<file path="config.mk">
export PLATFORM = sky130hd
export DESIGN_NAME = touch_gesture_classifier
export DESIGN_NICKNAME = d
export VERILOG_FILES = /design/src/tgc_pkg.sv /design/src/tgc_csr.sv /design/src/tgc_core.sv /design/src/touch_gesture_classifier.sv
export VERILOG_INCLUDE_DIRS = /design/src /design/src/src
export SDC_FILE = /design/constraint.sdc
export NUM_CORES = 1
export LEC_CHECK = 0
export ABC_AREA = 1
export BUFFER_PORTS_ARGS = -buffer_cell sky130_fd_sc_hd__buf_2
export CAP_MARGIN = 20
export CORE_ASPECT_RATIO = 1.5
export CORE_MARGIN = 5
export CORE_UTILIZATION = 49
export DETAILED_ROUTE_END_ITERATION = 8
export PLACE_DENSITY = 0.71
export SLEW_MARGIN = 20
export SYNTH_ARGS = -nofsm -noshare
export SYNTH_HDL_FRONTEND = slang
export SYNTH_SLANG_ARGS = --single-unit
</file>
<file path="constraint.sdc">
create_clock -name clock -period 14.8 [get_ports clock]
set_input_delay 1.48 -clock clock [delete_from_list [all_inputs] [get_ports clock]]
set_output_delay 1.48 -clock clock [all_outputs]
set_load 0.1 [all_outputs]
</file>
<file path="src/touch_gesture_classifier_macros.svh">
// Assertion macros shared by the touch gesture classifier modules.
// Each macro expects signals named clock and reset in the using module.
`ifndef TOUCH_GESTURE_CLASSIFIER_MACROS_SVH
`define TOUCH_GESTURE_CLASSIFIER_MACROS_SVH

// The consequent must hold in the same cycle as the antecedent.
`define TGC_ASSERT_IMPL(label, ante, cons) \
   label: assert property (@(posedge clock) disable iff (reset) (ante) |-> (cons)) \
      else $error("touch gesture classifier assertion failed");

// The consequent must hold in the cycle after the antecedent.
`define TGC_ASSERT_NEXT(label, ante, cons) \
   label: assert property (@(posedge clock) disable iff (reset) (ante) |=> (cons)) \
      else $error("touch gesture classifier assertion failed");

`endif

</file>
<file path="src/tgc_pkg.sv">
// Package for the touch gesture classifier: register indexes, reset values
// and the structs passed between the control, core and top level modules.
`timescale 1ns / 1ps

package tgc_pkg;

   localparam int TGC_TIME_WIDTH = 32;
   localparam int CSR_DATA_WIDTH = 16;
   localparam int CSR_INDEX_WIDTH = 2;
   localparam int NOW_WIDTH = 32;

   localparam logic [CSR_INDEX_WIDTH-1:0] CSR_DOUBLE_TAP_WINDOW = 2'd0;
   localparam logic [CSR_INDEX_WIDTH-1:0] CSR_LONG_PRESS_TIME = 2'd1;
   localparam logic [CSR_INDEX_WIDTH-1:0] CSR_CONFIG_PRESS_TIME = 2'd2;

   localparam logic [CSR_DATA_WIDTH-1:0] RESET_DOUBLE_TAP_WINDOW = 16'd300;
   localparam logic [CSR_DATA_WIDTH-1:0] RESET_LONG_PRESS_TIME = 16'd800;
   localparam logic [CSR_DATA_WIDTH-1:0] RESET_CONFIG_PRESS_TIME = 16'd5000;

   typedef struct packed {
      logic [CSR_DATA_WIDTH-1:0] double_tap_window;
      logic [CSR_DATA_WIDTH-1:0] long_press_time;
      logic [CSR_DATA_WIDTH-1:0] config_press_time;
   } tgc_cfg_type;

   typedef struct packed {
      logic single_tap;
      logic double_tap;
      logic long_press;
      logic config_press;
   } tgc_pulse_type;

endpackage

</file>
<file path="src/tgc_csr.sv">
// Configuration registers of the touch gesture classifier.
// Depends on tgc_pkg for the register indexes and reset values.
`timescale 1ns / 1ps

module tgc_csr
   import tgc_pkg::*;
(
   input  logic                       clock,
   input  logic                       reset,
   input  logic                       csr_write_enable,
   input  logic [CSR_INDEX_WIDTH-1:0] csr_index,
   input  logic [CSR_DATA_WIDTH-1:0]  csr_write_data,
   output tgc_cfg_type                cfg
);

   tgc_cfg_type cfg_ff;
   tgc_cfg_type cfg_in;

   always_comb begin
      cfg_in = cfg_ff;
      if (csr_write_enable) begin
         case (csr_index)
            CSR_DOUBLE_TAP_WINDOW: cfg_in.double_tap_window = csr_write_data;
            CSR_LONG_PRESS_TIME:   cfg_in.long_press_time = csr_write_data;
            CSR_CONFIG_PRESS_TIME: cfg_in.config_press_time = csr_write_data;
            default:               cfg_in = cfg_ff;
         endcase
      end
   end

   always_ff @(posedge clock) begin
      if (reset) begin
         cfg_ff.double_tap_window <= RESET_DOUBLE_TAP_WINDOW;
         cfg_ff.long_press_time <= RESET_LONG_PRESS_TIME;
         cfg_ff.config_press_time <= RESET_CONFIG_PRESS_TIME;
      end else begin
         cfg_ff <= cfg_in;
      end
   end

   assign cfg = cfg_ff;

endmodule

</file>
<file path="src/tgc_core.sv">
// Gesture state and classification logic of the touch gesture classifier.
// Depends on tgc_pkg and the shared assertion macros.
`timescale 1ns / 1ps
`include "touch_gesture_classifier_macros.svh"

module tgc_core
   import tgc_pkg::*;
#(
   parameter int TIME_WIDTH = TGC_TIME_WIDTH
) (
   input  logic                  clock,
   input  logic                  reset,
   input  logic                  step,
   input  logic                  touched,
   input  logic [TIME_WIDTH-1:0] now,
   input  tgc_cfg_type           cfg,
   output tgc_pulse_type         pulse
);

   logic is_pressed_ff, is_pressed_in;
   logic single_pending_ff, single_pending_in;
   logic long_done_ff, long_done_in;
   logic config_done_ff, config_done_in;
   logic second_press_ff, second_press_in;
   logic [TIME_WIDTH-1:0] press_start_ff, press_start_in;
   logic [TIME_WIDTH-1:0] release_stamp_ff, release_stamp_in;

   logic [TIME_WIDTH-1:0] since_release;
   logic [TIME_WIDTH-1:0] held_for;
   logic                  tap_expired;
   logic                  pending_live;

   // Differences wrap modulo the timestamp width.
   assign since_release = now - release_stamp_ff;
   assign held_for = now - press_start_ff;
   assign tap_expired = single_pending_ff &&
                        (since_release >= TIME_WIDTH'(cfg.double_tap_window));
   assign pending_live = single_pending_ff && !tap_expired;

   always_comb begin
      is_pressed_in = is_pressed_ff;
      single_pending_in = pending_live;
      long_done_in = long_done_ff;
      config_done_in = config_done_ff;
      second_press_in = second_press_ff;
      press_start_in = press_start_ff;
      release_stamp_in = release_stamp_ff;
      pulse = '0;
      pulse.single_tap = tap_expired;

      if (touched && !is_pressed_ff) begin
         // A pending tap that survived expiry is still inside the window.
         is_pressed_in = 1'b1;
         press_start_in = now;
         long_done_in = 1'b0;
         config_done_in = 1'b0;
         second_press_in = pending_live;
         single_pending_in = 1'b0;
         pulse.double_tap = pending_live;
      end else if (touched && !long_done_ff &&
                   (held_for >= TIME_WIDTH'(cfg.long_press_time))) begin
         pulse.long_press = 1'b1;
         long_done_in = 1'b1;
         single_pending_in = 1'b0;
      end else if (touched && !config_done_ff &&
                   (held_for >= TIME_WIDTH'(cfg.config_press_time))) begin
         pulse.config_press = 1'b1;
         config_done_in = 1'b1;
         single_pending_in = 1'b0;
      end else if (!touched && is_pressed_ff) begin
         is_pressed_in = 1'b0;
         if (!long_done_ff && !second_press_ff) begin
            single_pending_in = 1'b1;
            release_stamp_in = now;
         end
         second_press_in = 1'b0;
      end
   end

   always_ff @(posedge clock) begin
      if (reset) begin
         is_pressed_ff <= 1'b0;
         single_pending_ff <= 1'b0;
         long_done_ff <= 1'b0;
         config_done_ff <= 1'b0;
         second_press_ff <= 1'b0;
      end else if (step) begin
         is_pressed_ff <= is_pressed_in;
         single_pending_ff <= single_pending_in;
         long_done_ff <= long_done_in;
         config_done_ff <= config_done_in;
         second_press_ff <= second_press_in;
      end
   end

   // The stamps are only read while the matching flag is set.
   always_ff @(posedge clock) begin
      if (step) begin
         press_start_ff <= press_start_in;
         release_stamp_ff <= release_stamp_in;
      end
   end

   `TGC_ASSERT_IMPL(a_one_pulse, step, $onehot0(pulse))
   `TGC_ASSERT_IMPL(a_pending_released, single_pending_ff, !is_pressed_ff)
   `TGC_ASSERT_IMPL(a_second_while_held, second_press_ff, is_pressed_ff)
   `TGC_ASSERT_NEXT(a_long_sets_done, step && pulse.long_press, long_done_ff && is_pressed_ff)

endmodule

</file>
<file path="src/touch_gesture_classifier.sv">
// Touch gesture classifier: one touch sample in, one gesture result out.
// Channels carry valid and stall; a transfer happens when valid is high and
// stall is low. The request carries the touch level and a millisecond
// timestamp, the response carries four pulse flags of which at most one is set.
// Every accepted sample produces exactly one response, in order.
// A sample lands in the input register; when the result register is free, the
// core step writes the gesture state and the result register from it.
// Throughput is one sample per cycle while the receiver does not stall; the gesture
// state is read and updated by a single combinational pass from the input register.
// When the receiver stalls, the result register holds; an empty input register
// still takes one sample, and then req_stall rises until the result moves.
// Synchronous reset empties both registers, clears the gesture state and
// restores the configuration defaults (300, 800 and 5000 ms).
// Configuration writes through the csr_ port take effect on the next edge.
// Depends on tgc_pkg, tgc_csr and tgc_core.
`timescale 1ns / 1ps

module touch_gesture_classifier
   import tgc_pkg::*;
#(
   parameter int TIME_WIDTH = TGC_TIME_WIDTH
) (
   input  logic                       clock,
   input  logic                       reset,
   input  logic                       req_valid,
   output logic                       req_stall,
   input  logic                       req_touched,
   input  logic [NOW_WIDTH-1:0]       req_now_ms,
   output logic                       rsp_valid,
   input  logic                       rsp_stall,
   output logic                       rsp_single_tap,
   output logic                       rsp_double_tap,
   output logic                       rsp_long_press,
   output logic                       rsp_config_press,
   input  logic                       csr_write_enable,
   input  logic [CSR_INDEX_WIDTH-1:0] csr_index,
   input  logic [CSR_DATA_WIDTH-1:0]  csr_write_data
);

   logic                 in_valid_ff, in_valid_in;
   logic                 in_touched_ff;
   logic [NOW_WIDTH-1:0] in_now_ff;
   logic                 rsp_valid_ff, rsp_valid_in;
   tgc_pulse_type        rsp_pulse_ff;

   logic          out_free;
   logic          step;
   logic          req_take;
   tgc_cfg_type   cfg;
   tgc_pulse_type pulse;

   assign out_free = !rsp_valid_ff || !rsp_stall;
   assign step = in_valid_ff && out_free;
   assign req_stall = in_valid_ff && !out_free;
   assign req_take = req_valid && !req_stall;

   assign in_valid_in = req_take || (in_valid_ff && !step);
   assign rsp_valid_in = step || (rsp_valid_ff && rsp_stall);

   tgc_csr u_csr (
      .clock            (clock),
      .reset            (reset),
      .csr_write_enable (csr_write_enable),
      .csr_index        (csr_index),
      .csr_write_data   (csr_write_data),
      .cfg              (cfg)
   );

   tgc_core #(
      .TIME_WIDTH (TIME_WIDTH)
   ) u_core (
      .clock   (clock),
      .reset   (reset),
      .step    (step),
      .touched (in_touched_ff),
      .now     (TIME_WIDTH'(in_now_ff)),
      .cfg     (cfg),
      .pulse   (pulse)
   );

   always_ff @(posedge clock) begin
      if (reset) begin
         in_valid_ff <= 1'b0;
         rsp_valid_ff <= 1'b0;
      end else begin
         in_valid_ff <= in_valid_in;
         rsp_valid_ff <= rsp_valid_in;
      end
   end

   always_ff @(posedge clock) begin
      if (req_take) begin
         in_touched_ff <= req_touched;
         in_now_ff <= req_now_ms;
      end
      if (step) begin
         rsp_pulse_ff <= pulse;
      end
   end

   assign rsp_valid = rsp_valid_ff;
   assign rsp_single_tap = rsp_pulse_ff.single_tap;
   assign rsp_double_tap = rsp_pulse_ff.double_tap;
   assign rsp_long_press = rsp_pulse_ff.long_press;
   assign rsp_config_press = rsp_pulse_ff.config_press;

endmodule
</file>
==> results.cfg, run 1 <==
[outcome]
run_status = finished clean

[die]
initial_utilization_pct = 49.62
die-width_um = 134.5
die_footprint_um2 = 26470
coreArea_um2 = 22970
fp-row-count = 68
floorplan.die.height_um = 196.8
ios = 62

[cts]
cts.hold.buffers_added = 0
htree_levels = 4
root_buffer = sky130_fd_sc_hd__clkbuf_16
cts.repair.resized = 0
cts.clk_slew.worst_paths_ns = 0.07
post-cts-setup-buffers = 0
cts-root-to-sink-buffers = 2
cts_tree = built
clk-insertion-delay-late_ns = 0.44
tritoncts.num_buffers = 17
cts_sinks = 156

[synth]
number_of_cells_produced_by_synthesis = 1623
synth_cell_type_count = 38
synth.cell_area_um2 = 11400
synth_area_leader_cell = sky130_fd_sc_hd__edfxtp_1
syn_nets = 1793
synthTopCellsByArea = sky130_fd_sc_hd__edfxtp_1 (27%), sky130_fd_sc_hd__nand2_1 (17%), sky130_fd_sc_hd__ha_1 (12%)
syn_area_per_cell_um2 = 7.023
post-synth-top-area-fraction_pct = 26.61
synth_sequential_area_ratio_pct = 36.27
synth-warning-count = 0
synth_seq_cells = 156

[grt]
grt_pass1_vias = 9680
antenna_found_initial = 0
maximum_number_of_pins_on_one_net_before_global_route_repair = 34
globalRoute.totalOverflow = 0
grt_use_total_pct = 23.40
grt_pass1_wl_mm = 48.33

[finish]
filler_cell_count = 2265
antenna_cells = 0
drive_above_1_share_pct = 7.431
area_delta_synth_final_pct = 11.21
final_nets = 1866

[sta]
finalHoldViolations = 0
maxClockFrequency_mhz = 220.3
setup_viol_count_final = 0
hold-worst-slack_ns = 0.4628
max_slew.worst_pin.slew_ns = 1.051
grt_setup_unrepaired = no
finalMaxSlewViolations = 0
final_min_period_over_clock_period_pct = 30.66
period_minus_slack_ns = 4.538
setup_tns_ns = 0
clock-skew-final_ns = 0.01187
maxSlewHeadroom_pct = 29.40

[setup_path]
critPathArrivalTime_ns = 4.63
critical_path_required_ns = 14.89
cp_top_family = simple AND/OR/NAND/NOR gates
path_class = reg2reg
cp-start-kind = flip-flop
critical_path_cell_list = inv_1 > ha_1 > inv_1 > fa_1 > nand3_1 > nand3_2 > nand2_1 > nand2_1 > nand2_1 > nand2_2 > xor2_1 > ha_1 > nand2_1 > o21ai_0 > nor2_1 > nand3_1 > nand2_2 > nand2_2 > nor3_2 > buf_4
cpMostUsedCell = sky130_fd_sc_hd__nand2_1
worst_path_max_stage_delay_ns = 0.46
cp_num_buf_inv = 3
worst-path-max-fanout = 28
critical_path.endpoint_type = flip-flop
critical-path-slowest-cell = sky130_fd_sc_hd__buf_4

[drt]
drt_first_pass_iters = 5
drtAntennaViolNets = 0
wirelength_mm = 30.42
routed_wire_length_per_instance_um = 15.29
detail_route.iter0.violations = 561
vias = 10070
detail_route.drc_violations = 0
via_per_inst = 5.062

[run]
timing.max_cap.violations = 0

[placement]
globalplace.congestion = 0.9475
io_buffers = 61
detailedPlacementHpwl_mm = 25.15

[pwr]
pwr_density_cell_nw_per_um2 = 94.20
power.ir.vdd_worst_mv = 0.09325
p_leak_nw = 6.707

[worst_hold_path]
hold_path.class = reg2reg
## registers in the layout (all words and copies together), names as in the netlist, 32 cells and up
signal,cells
in_now_ff,32
u_core.press_start_ff,32
u_core.release_stamp_ff,32
u_csr.cfg,48
## layer usage
layer	track usage (%)	wire, µm	vias to the layer above
li1	-	-	5234
met1	25.61	12060	4507
met2	43.77	15630	251
met3	3.422	1254	77
met4	11.36	1470	0
met5	0	0	-
## cell usage in the layout, fill, tap and decap left out, types with 6 or more instances in the layout
cell                        synthesis  routed
sky130_fd_sc_hd__nand2_1          510     510
sky130_fd_sc_hd__inv_1            363     363
sky130_fd_sc_hd__nor2_1           120     119
sky130_fd_sc_hd__ha_1             112     112
sky130_fd_sc_hd__edfxtp_1         101     101
sky130_fd_sc_hd__a21oi_1           89      89
sky130_fd_sc_hd__nand3_1           65      65
sky130_fd_sc_hd__buf_2              0      61
sky130_fd_sc_hd__dfxtp_1           55      55
sky130_fd_sc_hd__o21ai_0           46      46
sky130_fd_sc_hd__xor2_1            27      27
sky130_fd_sc_hd__nand4_1           23      23
sky130_fd_sc_hd__clkbuf_16          0      17
sky130_fd_sc_hd__nand2_2           13      13
sky130_fd_sc_hd__o211ai_1          13      13
sky130_fd_sc_hd__nor3_1            12      11
sky130_fd_sc_hd__and2_1             8       8
sky130_fd_sc_hd__nand3b_1           6       6
sky130_fd_sc_hd__nor2_2             5       6
## power by group
group | switching [W] | leakage [nW] | internal [W]
registers | 0.0000113 | 1.39 | 0.000481
clock network | 0.000202 | 0.290 | 0.000256
logic | 0.000159 | 5.03 | 0.0000850
## cell usage after synthesis
cell                       count
sky130_fd_sc_hd__nand2_1     510
sky130_fd_sc_hd__inv_1       363
sky130_fd_sc_hd__nor2_1      120
sky130_fd_sc_hd__ha_1        112
sky130_fd_sc_hd__edfxtp_1    101
sky130_fd_sc_hd__a21oi_1      89
sky130_fd_sc_hd__nand3_1      65
sky130_fd_sc_hd__dfxtp_1      55
sky130_fd_sc_hd__o21ai_0      46
sky130_fd_sc_hd__xor2_1       27
sky130_fd_sc_hd__nand4_1      23
sky130_fd_sc_hd__nand2_2      13
sky130_fd_sc_hd__o211ai_1     13
sky130_fd_sc_hd__nor3_1       12
sky130_fd_sc_hd__clkbuf_1     11
sky130_fd_sc_hd__and2_1        8
sky130_fd_sc_hd__nand3b_1      6
sky130_fd_sc_hd__and3_1        5
sky130_fd_sc_hd__nand3_2       5
sky130_fd_sc_hd__nor2_2        5
sky130_fd_sc_hd__a211oi_1      4
sky130_fd_sc_hd__a21o_1        4
sky130_fd_sc_hd__xnor2_1       4
sky130_fd_sc_hd__nor3b_1       3
sky130_fd_sc_hd__a31oi_1       2
sky130_fd_sc_hd__fa_1          2
sky130_fd_sc_hd__inv_2         2
sky130_fd_sc_hd__o21a_1        2
sky130_fd_sc_hd__o21bai_1      2
sky130_fd_sc_hd__a21oi_2       1
sky130_fd_sc_hd__and2_0        1
sky130_fd_sc_hd__and2_2        1
sky130_fd_sc_hd__buf_1         1
sky130_fd_sc_hd__clkinv_1      1
sky130_fd_sc_hd__nor3_2        1
sky130_fd_sc_hd__nor4_1        1
sky130_fd_sc_hd__or2_0         1
sky130_fd_sc_hd__or2_1         1
## tightest hold or removal path, cell delays in order (launching register included)
cell and delay, ns:
sky130_fd_sc_hd__dfxtp_1 0.30, sky130_fd_sc_hd__inv_1 0.07, sky130_fd_sc_hd__a21oi_1 0.06
## cell families after synthesis
group,synth area share (%)
and+or+nand+nor,28.50
buffers and inverters,12.45
AOI/OAI and AO/OA,7.761
DFF,36.27
adders and majority gates,12.65
xor gates and xnor gates,2.382
## per-stage QoR
| stage | power (W) | setup WS [ns] | instance area, µm² | util (%) | cells |
|---|---|---|---|---|---|
| finish | 0.001194 | 10.26 | 12680 | 55.18 | 1989 |
| global route | 0.001255 | 9.895 | 12680 | 55.18 | 1989 |
| CTS | 0.001201 | 10.22 | 12680 | 55.18 | 1989 |
| detailed placement | 0.0007439 | 10.30 | 12070 | 52.56 | 1957 |
| global placement | 0.0007369 | 10.46 | 12050 | 52.44 | 1956 |
| floorplan | 0.0006708 | 9.524 | 11400 | - | 1623 |
## final cells by class
cell class                 instances  area, µm²  area share (%)
sequential                       156       4134           32.61
multi-input combinational       1089       5853           46.18
tap                              280      350.3           2.764
inverter                         366       1374           10.84
timing repair buffer              66      362.8           2.863
clock inverter                    14      172.7           1.362
clock buffer                      18      429.2           3.386
## final timing paths
path,start,end,slack [ns],cells after the start
worst max register to register,in_now_ff[0],u_core.release_stamp_ff[25],10.26,20
worst max-delay path,in_now_ff[0],u_core.release_stamp_ff[25],10.26,20
worst min-delay path,u_csr.cfg[30],u_csr.cfg[30],0.46,2
worst min register to register,u_csr.cfg[30],u_csr.cfg[30],0.46,2
No activity file was read; power rests on OpenSTA's default activity.
==> inputs of run 2 (changes only) <==
Clock period 14.8 ns to 4.6 ns, I/O delays scaled along.
==> run 2 against run 1 <==
Fmax grew 9.9%. Combinational power rose to 3.2 times the previous value. Setup slack lost 9.8 ns. Power grew to 3.1 times the previous value. Die area unchanged. Register-to-register slack worse by 9.8 ns. Clock skew is essentially flat. Cell count about the same. Sequential power grew to 3.2 times the previous value. Via count down 0.35%. Critical endpoint is now u_core.release_stamp_ff[27]. Largest cell class unchanged.
==> results.cfg, run 2 (synthesized netlist as in run 1, its figures left out) <==
[outcome]
run_status = finished clean

[worst_hold_path]
whs_endpoint = in_now_ff[26]
hold_path.class = in2reg
hold-path-cell-count = 1
min_from = req_now_ms[26]

[grt]
antenna_found_initial = 0
grt_pass1_vias = 9587
grt_pass1_wl_mm = 47.68
grt_use_total_pct = 22.97
maximum_number_of_pins_on_one_net_before_global_route_repair = 41
globalRoute.totalOverflow = 0

[pwr]
internal-power_w = 0.002543
p_sw_w = 0.001206
share_clk_of_total_power_pct = 37.1
seqPwrFrac_pct = 42.2
power.ir.vdd_worst_mv = 0.3225
pwr_density_cell_nw_per_um2 = 296.5
combPwrFrac_pct = 20.7
switching_share_pct = 32.17
p_leak_nw = 6.707

[cts]
clk-insertion-delay-late_ns = 0.44
cts.clk_slew.worst_paths_ns = 0.07
cts-root-to-sink-buffers = 2
cts.hold.buffers_added = 0
tritoncts.num_buffers = 17
cts_sinks = 156
root_buffer = sky130_fd_sc_hd__clkbuf_16
cts_tree = built
cts.repair.resized = 0
htree_levels = 4
post-cts-setup-buffers = 0

[sta]
period_minus_slack_ns = 4.131
grt_setup_unrepaired = no
setup_slack_ns = 0.4692
hold-worst-slack_ns = 0.1929
setup_tns_ns = 0
clock-skew-final_ns = 0.01234
final_min_period_over_clock_period_pct = 89.80
maxClockFrequency_mhz = 242.1
maxSlewHeadroom_pct = 34.99
finalMaxSlewViolations = 0
setup_viol_count_final = 0
finalHoldViolations = 0
max_slew.worst_pin.slew_ns = 0.9676

[die]
fp-row-count = 68
ios = 62
coreArea_um2 = 22970
initial_utilization_pct = 49.62
die-width_um = 134.5
floorplan.die.height_um = 196.8
die_footprint_um2 = 26470

[drt]
routed_wire_length_per_instance_um = 14.95
detail_route.drc_violations = 0
vias = 10030
wirelength_mm = 29.75
detail_route.iter0.violations = 569
drtAntennaViolNets = 0
via_per_inst = 5.042
drt_first_pass_iters = 5

[setup_path]
critical_path_cell_list = inv_1 > ha_1 > inv_1 > fa_1 > nand3_1 > nand3_2 > nand2_1 > nand2_1 > xor2_1 > ha_1 > nand2_1 > nor2_1 > a211oi_1 > o21ai_0 > nand2_1 > a21oi_1 > nor2_1 > nand3_1 > nand2_1 > inv_2 > nor3_4 > buf_12
critical_path_required_ns = 4.74
critical-path-slowest-cell = sky130_fd_sc_hd__fa_1
worst_path_max_stage_delay_ns = 0.43
path_class = reg2reg
worst-path-max-fanout = 28
worst-r2r-setup-slack_ns = 0.47
cp-start-kind = flip-flop
critical_path.endpoint_type = flip-flop
worst_r2r_startpoint = in_now_ff[0]
r2r_end = u_core.release_stamp_ff[27]
critPathArrivalTime_ns = 4.27
r2r.worst_path.cells = 22
cpMostUsedCell = sky130_fd_sc_hd__nand2_1

[run]
timing.max_cap.violations = 0

[finish]
layout.cells.most_common = sky130_fd_sc_hd__nand2_1
drive_above_1_share_pct = 7.485
filler_cell_count = 2242
mostFrequentLayoutCells = sky130_fd_sc_hd__nand2_1 (510), sky130_fd_sc_hd__inv_1 (363), sky130_fd_sc_hd__nor2_1 (119)
antenna_cells = 0
flip_flop_count_of_the_largest_register_all_copies_and_words_added = 48
stdcell_area_um2 = 12650
final_nets = 1867
instances_no_fill = 1990
area_delta_synth_final_pct = 10.95

[placement]
pre_cts_slack_ns = 0.4669
dp_cells = 1958
dpl_cell_area_um2 = 12080
detailedPlacementHpwl_mm = 24.83
globalplace.congestion = 0.9171
io_buffers = 61
-- run 2: worst max-delay path, delay by kind of cell, from the launching register on --
kind	cells	cell delay [ns]
DFF	1	0.41
xor gates and xnor gates	1	0.20
and+or+nand+nor	11	1.45
buffers and inverters	4	0.52
adders and majority gates	3	0.87
AOI/OAI and AO/OA	3	0.34
-- run 2: stage by stage --
| step | power [W] | util, % |
|---|---|---|
| 6_report | 0.003749 | 55.05 |
| 5_1_grt | 0.003942 | 55.05 |
| 4_1_cts | 0.003765 | 55.05 |
| 3_5_place_dp | 0.002388 | 52.59 |
| 3_3_place_gp | 0.002370 | 52.59 |
| 2_1_floorplan | 0.002158 | - |
-- run 2: cell type report --
type	instances	area (µm²)	share of cell area, %
repair buffers	67	362.8	2.869
clock inverters	14	137.6	1.088
inverters	366	1374	10.86
flip-flops and latches	156	4134	32.69
clock buffers	18	429.2	3.393
well taps	280	350.3	2.770
multi-input cells	1089	5859	46.33
-- run 2: per-layer routing --
metal / GRT usage [%] / part of all wire, % / vias up
met5: 0 / 0 / -
met2: 42.24 / 51 / 267
met3: 3.805 / 4.3 / 69
met1: 25.78 / 41 / 4473
met4: 10.49 / 4.4 / 0
li1: - / - / 5225
-- run 2: power by group through the flow --
stage                     logic, W  clock network [W]  registers [W]
after floorplan           0.000544                  0        0.00161
after global placement    0.000757                  0        0.00161
after detailed placement  0.000774                  0        0.00161
after CTS                 0.000780            0.00140        0.00158
after global routing      0.000887            0.00147        0.00159
final                     0.000778            0.00139        0.00158
-- run 2: how the worst max path moves through the flow --
stage	start	endpoint	slack [ns]	cells past startpoint
5_1_grt	in_now_ff[7]	u_core.release_stamp_ff[25]	0.20	17
2_1_floorplan	in_now_ff[0]	u_core.release_stamp_ff[0]	0.29	21
3_5_place_dp	in_now_ff[7]	u_core.release_stamp_ff[22]	0.47	17
6_report	in_now_ff[0]	u_core.release_stamp_ff[27]	0.47	22
4_1_cts	in_now_ff[0]	u_core.release_stamp_ff[23]	0.45	22
3_3_place_gp	in_now_ff[7]	u_core.release_stamp_ff[27]	0.49	17
==> inputs of run 3 (changes only) <==
Settings changed: CORE_MARGIN 5 to not set.
==> run 3 against run 2 <==
Non-clock buffer count is 2 lower. Cell count down 0.10%. Die area decreased by 9.8%. Setup slack better by 0.12 ns. Critical path depth fell by 5. Routed wire length rose by 2.9%. Register-to-register slack better by 0.12 ns. Clock power about the same. Via count increased by 1.5%. Critical path type unchanged. Critical endpoint is now u_core.release_stamp_ff[17].
==> results.cfg, run 3 (synthesized netlist as in run 1, its figures left out) <==
[setup_path]
critical_path_cell_list = ha_1 > nand2_1 > nor2_1 > nand3_1 > nand3_2 > xor2_1 > ha_1 > a21oi_1 > nor2_1 > a211oi_1 > a21oi_1 > nor2_1 > nand3_1 > nand2_2 > nand2_2 > nor3_4 > buf_12
critPathArrivalTime_ns = 4.14
worst-path-max-fanout = 32
critical_path.endpoint_type = flip-flop
cp-start-kind = flip-flop
critical-path-slowest-cell = sky130_fd_sc_hd__edfxtp_1
path_class = reg2reg
worst_path_max_stage_delay_ns = 0.46
critical_path_required_ns = 4.73
cpMostUsedCell = sky130_fd_sc_hd__nor2_1

[finish]
drive_above_1_share_pct = 7.319
flip_flop_count_of_the_largest_register_all_copies_and_words_added = 48
final_nets = 1865
stdcell_area_um2 = 12630
mostFrequentLayoutCells = sky130_fd_sc_hd__nand2_1 (510), sky130_fd_sc_hd__inv_1 (362), sky130_fd_sc_hd__nor2_1 (119)
area_delta_synth_final_pct = 10.79
layout.cells.most_common = sky130_fd_sc_hd__nand2_1
filler_cell_count = 2231
antenna_cells = 0

[grt]
grt_use_total_pct = 26.92
antenna_found_initial = 0
grt_pass1_wl_mm = 49.50
grt_pass1_vias = 9904
globalRoute.totalOverflow = 0
maximum_number_of_pins_on_one_net_before_global_route_repair = 49

[sta]
period_minus_slack_ns = 4.009
clock-skew-final_ns = 0.009059
maxClockFrequency_mhz = 249.4
maxSlewHeadroom_pct = 37.87
setup_viol_count_final = 0
grt_setup_unrepaired = no
finalHoldViolations = 0
setup_tns_ns = 0
max_slew.worst_pin.slew_ns = 0.9248
final_min_period_over_clock_period_pct = 87.15
finalMaxSlewViolations = 0

[die]
floorplan.die.height_um = 188.8
die-width_um = 126.5
initial_utilization_pct = 49.80
coreArea_um2 = 22890
die_footprint_um2 = 23890
ios = 62
fp-row-count = 68

[drt]
vias = 10190
routed_wire_length_per_instance_um = 15.40
detail_route.iter0.violations = 598
drt_first_pass_iters = 6
via_per_inst = 5.125
wirelength_mm = 30.62
drtAntennaViolNets = 0
detail_route.drc_violations = 0

[cts]
cts_sinks = 156
cts.clk_slew.worst_paths_ns = 0.07
clk-insertion-delay-late_ns = 0.44
cts.hold.buffers_added = 0
cts_tree = built
post-cts-setup-buffers = 0
cts.repair.resized = 0
tritoncts.num_buffers = 17
root_buffer = sky130_fd_sc_hd__clkbuf_16
cts-root-to-sink-buffers = 2
htree_levels = 4

[pwr]
p_leak_nw = 6.676
pwr_density_cell_nw_per_um2 = 297.2
power.ir.vdd_worst_mv = 0.2807

[placement]
detailedPlacementHpwl_mm = 25.13
io_buffers = 61
globalplace.congestion = 0.9708
dpl_cell_area_um2 = 12070

[outcome]
run_status = finished clean

[run]
timing.max_cap.violations = 0

[worst_hold_path]
hold_path.class = in2reg
run 3: cell types whose count changed in the layout (fill, tap and decap cells not counted), sizes merged:
cell | before | now
bufinv | 0 | 1
clkinv | 2 | 4
clkbuf | 18 | 17
inv | 378 | 372
clkinvlp | 0 | 4
buf | 67 | 65
run 3: critical path, delay by kind of cell (launching register included):
kind | cells | cell delay (ns)
xor+xnor | 1 | 0.28
flops | 1 | 0.46
buf+inv | 1 | 0.23
simple gates | 10 | 1.54
fa+ha+maj | 2 | 0.74
compound gates | 3 | 0.43
run 3: final timing paths:
check / from / slack, ns / cells past startpoint / to
min reg2reg: u_csr.cfg[38] / 0.46 / 2 / u_csr.cfg[38]
max: in_now_ff[7] / 0.59 / 17 / u_core.release_stamp_ff[17]
max reg2reg: in_now_ff[7] / 0.59 / 17 / u_core.release_stamp_ff[17]
min: req_now_ms[26] / 0.19 / 1 / in_now_ff[26]
run 3: per-stage QoR:
step / util [%] / setup WS (ns) / power (W) / instances / hold slack (ns)
final: 55.18 / 0.5910 / 0.003753 / 1988 / 0.1921
after global routing: 55.18 / 0.3628 / 0.003937 / 1988 / 0.1824
after CTS: 55.18 / 0.6168 / 0.003772 / 1988 / 0.1842
after detailed placement: 52.72 / 0.6362 / 0.002390 / 1956 / 0.4506
after global placement: 52.72 / 0.6510 / 0.002371 / 1956 / 0.4453
after floorplan: - / 0.2902 / 0.002158 / 1623 / 0.4304
run 3: final cells by class:
cell class	count	area [µm²]	share of cell area [%]
well taps	280	350.3	2.774
repair buffers	65	347.8	2.754
multi-input cells	1089	5859	46.40
inverters	366	1374	10.88
clock buffers	17	425.4	3.369
flip-flops and latches	156	4134	32.74
clock inverters	15	137.6	1.090
run 3: per-layer routing:
| metal | global-route usage, % | routed length, µm | part of all wire [%] |
|---|---|---|---|
| met1 | 29.65 | 12420 | 41 |
| met3 | 3.237 | 996 | 3.3 |
| met4 | 15.01 | 1633 | 5.3 |
| met2 | 49.62 | 15570 | 51 |
| met5 | 0 | 0 | 0 |
run 3: power by group:
group	switching (W)	internal [W]	total, W	leakage [nW]
logic	0.000513	0.000272	0.000785	5.02
registers	0.0000352	0.00155	0.00158	1.39
clock network	0.000631	0.000754	0.00138	0.264
